[src/pcsm_pkg.sv]
// Shared constants for the p-code stack machine execute unit.
// No dependencies; used by the top level and the divider.
package pcsm_pkg;

    localparam int WORD_BITS   = 32;
    localparam int STACK_DEPTH = 4096;
    localparam int ADDR_BITS   = 12;
    localparam int TOP_BITS    = 13;
    localparam int PC_BITS     = 11;
    localparam int LEV_BITS    = 2;
    localparam int OP_BITS     = 3;
    localparam int FLT_BITS    = 2;

    // operations
    localparam logic [OP_BITS-1:0] OP_LIT = 3'd0;
    localparam logic [OP_BITS-1:0] OP_OPR = 3'd1;
    localparam logic [OP_BITS-1:0] OP_LOD = 3'd2;
    localparam logic [OP_BITS-1:0] OP_STO = 3'd3;
    localparam logic [OP_BITS-1:0] OP_CAL = 3'd4;
    localparam logic [OP_BITS-1:0] OP_INT = 3'd5;
    localparam logic [OP_BITS-1:0] OP_JMP = 3'd6;
    localparam logic [OP_BITS-1:0] OP_JPC = 3'd7;

    // OPR sub-codes
    localparam logic [PC_BITS-1:0] OPR_RET = 11'd0;
    localparam logic [PC_BITS-1:0] OPR_NEG = 11'd1;
    localparam logic [PC_BITS-1:0] OPR_ADD = 11'd2;
    localparam logic [PC_BITS-1:0] OPR_SUB = 11'd3;
    localparam logic [PC_BITS-1:0] OPR_MUL = 11'd4;
    localparam logic [PC_BITS-1:0] OPR_DIV = 11'd5;
    localparam logic [PC_BITS-1:0] OPR_ODD = 11'd6;
    localparam logic [PC_BITS-1:0] OPR_EQ  = 11'd8;
    localparam logic [PC_BITS-1:0] OPR_NE  = 11'd9;
    localparam logic [PC_BITS-1:0] OPR_LT  = 11'd10;
    localparam logic [PC_BITS-1:0] OPR_GE  = 11'd11;
    localparam logic [PC_BITS-1:0] OPR_GT  = 11'd12;
    localparam logic [PC_BITS-1:0] OPR_LE  = 11'd13;

    // fault codes
    localparam logic [FLT_BITS-1:0] FLT_NONE = 2'd0;
    localparam logic [FLT_BITS-1:0] FLT_DIV  = 2'd1;
    localparam logic [FLT_BITS-1:0] FLT_ACC  = 2'd2;

endpackage

[src/pcsm_div.sv]
// Iterative signed divider, one quotient bit per cycle, truncating.
// Depends on pcsm_pkg for the word width.
module pcsm_div (
    input  logic                          i_clk,
    input  logic                          i_rst_n,
    input  logic                          i_start,
    input  logic [pcsm_pkg::WORD_BITS-1:0] i_dividend,
    input  logic [pcsm_pkg::WORD_BITS-1:0] i_divisor,
    output logic                          o_done,
    output logic [pcsm_pkg::WORD_BITS-1:0] o_quotient
);
    localparam int W  = pcsm_pkg::WORD_BITS;
    localparam int CW = $clog2(W + 1);

    logic [W:0]    r_rem, n_rem;
    logic [W-1:0]  r_quo, n_quo;
    logic [W-1:0]  r_dvs, n_dvs;
    logic [CW-1:0] r_cnt, n_cnt;
    logic          r_neg, n_neg;
    logic          r_busy, n_busy;
    logic          r_done, n_done;
    logic [W:0]    rem_sh;
    logic [W:0]    diff;

    always_comb begin
        n_rem  = r_rem;
        n_quo  = r_quo;
        n_dvs  = r_dvs;
        n_cnt  = r_cnt;
        n_neg  = r_neg;
        n_busy = r_busy;
        n_done = 1'b0;
        rem_sh = {r_rem[W-1:0], r_quo[W-1]};
        diff   = rem_sh - {1'b0, r_dvs};
        if (i_start) begin
            n_rem  = '0;
            n_quo  = i_dividend[W-1] ? (W'(0) - i_dividend) : i_dividend;
            n_dvs  = i_divisor[W-1] ? (W'(0) - i_divisor) : i_divisor;
            n_neg  = i_dividend[W-1] ^ i_divisor[W-1];
            n_cnt  = CW'(W);
            n_busy = 1'b1;
        end else if (r_busy) begin
            if (!diff[W]) begin
                n_rem = diff;
                n_quo = {r_quo[W-2:0], 1'b1};
            end else begin
                n_rem = rem_sh;
                n_quo = {r_quo[W-2:0], 1'b0};
            end
            n_cnt = r_cnt - CW'(1);
            if (r_cnt == CW'(1)) begin
                n_busy = 1'b0;
                n_done = 1'b1;
            end
        end
    end

    always_ff @(posedge i_clk) begin
        if (!i_rst_n) begin
            r_busy <= 1'b0;
            r_done <= 1'b0;
            r_cnt  <= '0;
        end else begin
            r_busy <= n_busy;
            r_done <= n_done;
            r_cnt  <= n_cnt;
        end
        r_rem <= n_rem;
        r_quo <= n_quo;
        r_dvs <= n_dvs;
        r_neg <= n_neg;
    end

    assign o_done     = r_done;
    assign o_quotient = r_neg ? (W'(0) - r_quo) : r_quo;

endmodule

[config.mk]
export PLATFORM = sky130hd
export DESIGN_NAME = pcsm_div
export DESIGN_NICKNAME = d
export VERILOG_FILES = /design/src/pcsm_pkg.sv /design/src/pcsm_div.sv
export SDC_FILE = /design/constraint.sdc
export NUM_CORES = 1
export LEC_CHECK = 0
export ABC_AREA = 1
export BUFFER_PORTS_ARGS = -buffer_cell sky130_fd_sc_hd__buf_2
export CAP_MARGIN = 10
export CORE_ASPECT_RATIO = 2
export CORE_MARGIN = 1.5
export CORE_UTILIZATION = 45
export CTS_BUF_LIST = sky130_fd_sc_hd__clkbuf_8
export CTS_CLUSTER_SIZE = 10
export DETAILED_ROUTE_END_ITERATION = 8
export PLACE_DENSITY = 0.66
export SKIP_CTS_REPAIR_TIMING = 1
export SLEW_MARGIN = 25
export SYNTH_ARGS = -nofsm -noshare
export SYNTH_HDL_FRONTEND = slang
export SYNTH_SLANG_ARGS = --single-unit
[constraint.sdc]
create_clock -name i_clk -period 2.85 [get_ports i_clk]
set_input_delay 0.1425 -clock i_clk [delete_from_list [all_inputs] [get_ports i_clk]]
set_output_delay 0.1425 -clock i_clk [all_outputs]
set_load 0.02 [all_outputs]
==> summary.txt <==
Pwr
  • Pleak: 5.59 nW
  • Cell Pwr Density: 372 nW/um2
  • IR drop worst, VDD: 269 uV
  • PnR Total Power: 3.89 mW

Yosys
  • Predominant post-synthesis flop cell: edfxtp_1
  • Ys async rst share: 0
  • Synth cell types: 42
  • Syn Nets: 1,590
  • FF+latch count, synth: 105
  • Yosys warns: 0
  • Mapped Area: 9300 um2
  • Post-synth EDFFs: 65
  • Register area share after synthesis: 0.296
  • Synth Area per Inst: 6.26 um2
  • Cells after Synth: 1,485

Worst setup path
  • CP Max Fanout: 4
  • Worst Path Required: 2710 ps
  • Flop2flop setup slack: 340 ps
  • CP Capture Type: output port
  • Startpoint Class: register
  • Worst r2r dst: r_quo[0]
  • Reg2Reg Depth: 15
  • Setup CP Type: reg2out
  • Worst R2R Start: r_quo[31]
  • Worst EP arrival: 2680 ps
  • Worst setup path start: r_quo[0]
  • CP Capture Point: o_quotient[28]

Timing
  • Fmax: 0.354 GHz
  • Worst slew pin tran: 634 ps
  • Final Hold Vio Count: 0
  • Minimum clock period: 2830 ps
  • Worst clock skew: 15.3 ps
  • Final-report max-slew violation count: 0
  • Max_slew headroom: 0.577
  • Min Hold Slack: 43.7 ps
  • Period utilization: 0.992
  • Final setup fails: 0
  • RSZ-0062 raised after global routing: yes
  • Setup ws final: 22.6 ps

Place
  • Final HPWL DP: 22,700 um
  • Placer congestion estimate: 0.967
  • Worst slack, placed: 243 ps
  • Port Buffers: 99

Routing
  • Vias after detailed routing: 9,172
  • Initial DRT Pass Iterations: 5
  • Via/cell ratio: 4.93
  • Drt drc: 0
  • Antenna viol nets, final: 0
  • WL/cell: 14.8 um
  • Drt initial violations: 315
  • WL final: 27,500 um

Floorplanning
  • Core ar.: 20,400 um2
  • Initial Util: 0.457
  • Die area: 21,600 um2
  • Top-level port count: 100
  • Die span in y: 206 um
  • Die width: 105 um
  • Num rows: 74

Final layout
  • Layout cells sized above 1: 0.123
  • Highest-count cells in the layout ignoring fill and taps: 488 x nand2_1, 298 x inv_1, 116 x nor2_1
  • Filler cells: 2,229
  • Commonest non-fill, non-tap cell in the layout: nand2_1
  • Nets: 1,692
  • Area grow syn2layout: 12.4%

Hold path
  • Hold wc startpoint: i_divisor[8]
  • Hold Crit Class: in2reg

Clocking
  • CTS tree: done
  • Longest Clk Path Bufs: 2
  • Root Driver: clkbuf_8
  • TritonCTS buffer count: 9
  • Reg clk slew, reported paths: 110 ps
  • H-Tree Depth: 3
  • Clk_lat worst skew: 410 ps
  • Clock sink count: 105

GRT
  • Vias in the first global route: 9,315
  • Total gr overflow: 0
  • Initial antenna violation count: 1
  • Pin count of the biggest net entering global routing: 49
  • Total GRT Usage: 0.264
  • First-pass GRT wire length: 43,900 um

Status
  • Outcome: finished, final reports clean

Flow run
  • Max-cap viol count: 0
[critical path, stage by stage (launching register included)]
cell and delay, ps:
edfxtp_1 480, inv_2 120, ha_4 160, nand3_4 90
nor2_4 100, nand2_2 90, nor2_4 110, buf_6 120
nand3b_1 230, o21ai_2 260, o21ai_1 100, xor2_1 230
buf_4 180
[cell usage after synthesis (24+ instances only)]
master | instances | area (um2)
dfxtp_1 | 40 | 801
inv_1 | 299 | 1120
edfxtp_1 | 65 | 1950
nand2_1 | 489 | 1840
o21ai_0 | 48 | 240
ha_1 | 37 | 463
xor2_1 | 61 | 534
nand3_1 | 100 | 500
a21oi_1 | 31 | 155
xnor2_1 | 24 | 210
nor2_1 | 121 | 454
nor3_1 | 28 | 140
[final cells by class]
cell class	count	area [um2]	share of cell area
timing repair buffer	121	712	0.0681
inverter	311	1170	0.112
sequential	105	2750	0.263
tap	266	333	0.0318
clock inverter	7	45.0	0.00431
antenna	1	2.50	0.000239
multi-input combinational	1039	5320	0.509
clock buffer	9	124	0.0118
[power breakdown]
group / switching [mW] / internal, mW
clock: 0.575 / 0.317
sequential: 0.0815 / 1.75
combinational: 0.772 / 0.393
total: 1.43 / 2.46
[stage by stage]
step / cell area (um2) / instances / util / TNS [ps]
2_1_floorplan: 9300 / 1485 / - / 0
3_3_place_gp: 10100 / 1834 / 0.497 / 0
3_5_place_dp: 10100 / 1834 / 0.497 / 0
4_1_cts: 10300 / 1850 / 0.505 / -969
5_1_grt: 10500 / 1859 / 0.513 / -320
6_report: 10500 / 1859 / 0.513 / 0
[registers in the layout (all words and copies together) (netlist names)]
| signal | cells |
|---|---|
| r_neg | 1 |
| r_cnt | 6 |
| r_rem | 32 |
| r_quo | 32 |
| r_busy | 1 |
| r_dvs | 32 |
| o_done | 1 |
[layer usage]
layer	global-route usage	vias up	part of all wire
met5	0	-	0
met4	0.213	0	0.084
met3	0.0372	107	0.033
met2	0.540	223	0.56
met1	0.217	4089	0.32
li1	-	4753	-
[kinds of logic after synthesis]
group,share of synthesized area
AOI/OAI and AO/OA,0.0609
and+or+nand+nor,0.369
adders and majority gates,0.0519
xor gates and xnor gates,0.0800
buffers and inverters,0.142
DFF,0.296
[worst min-delay path by stage]
stage | slack [ps] | depth (start not counted) | endpoint
3_3_place_gp | 390 | 3 | r_cnt[5]
6_report | 40 | 2 | r_dvs[8]
4_1_cts | -80 | 1 | r_dvs[0]
5_1_grt | 40 | 2 | r_dvs[12]
2_1_floorplan | 240 | 0 | r_dvs[0]
3_5_place_dp | 390 | 1 | r_dvs[0]
No activity file was read; power rests on OpenSTA's default activity.
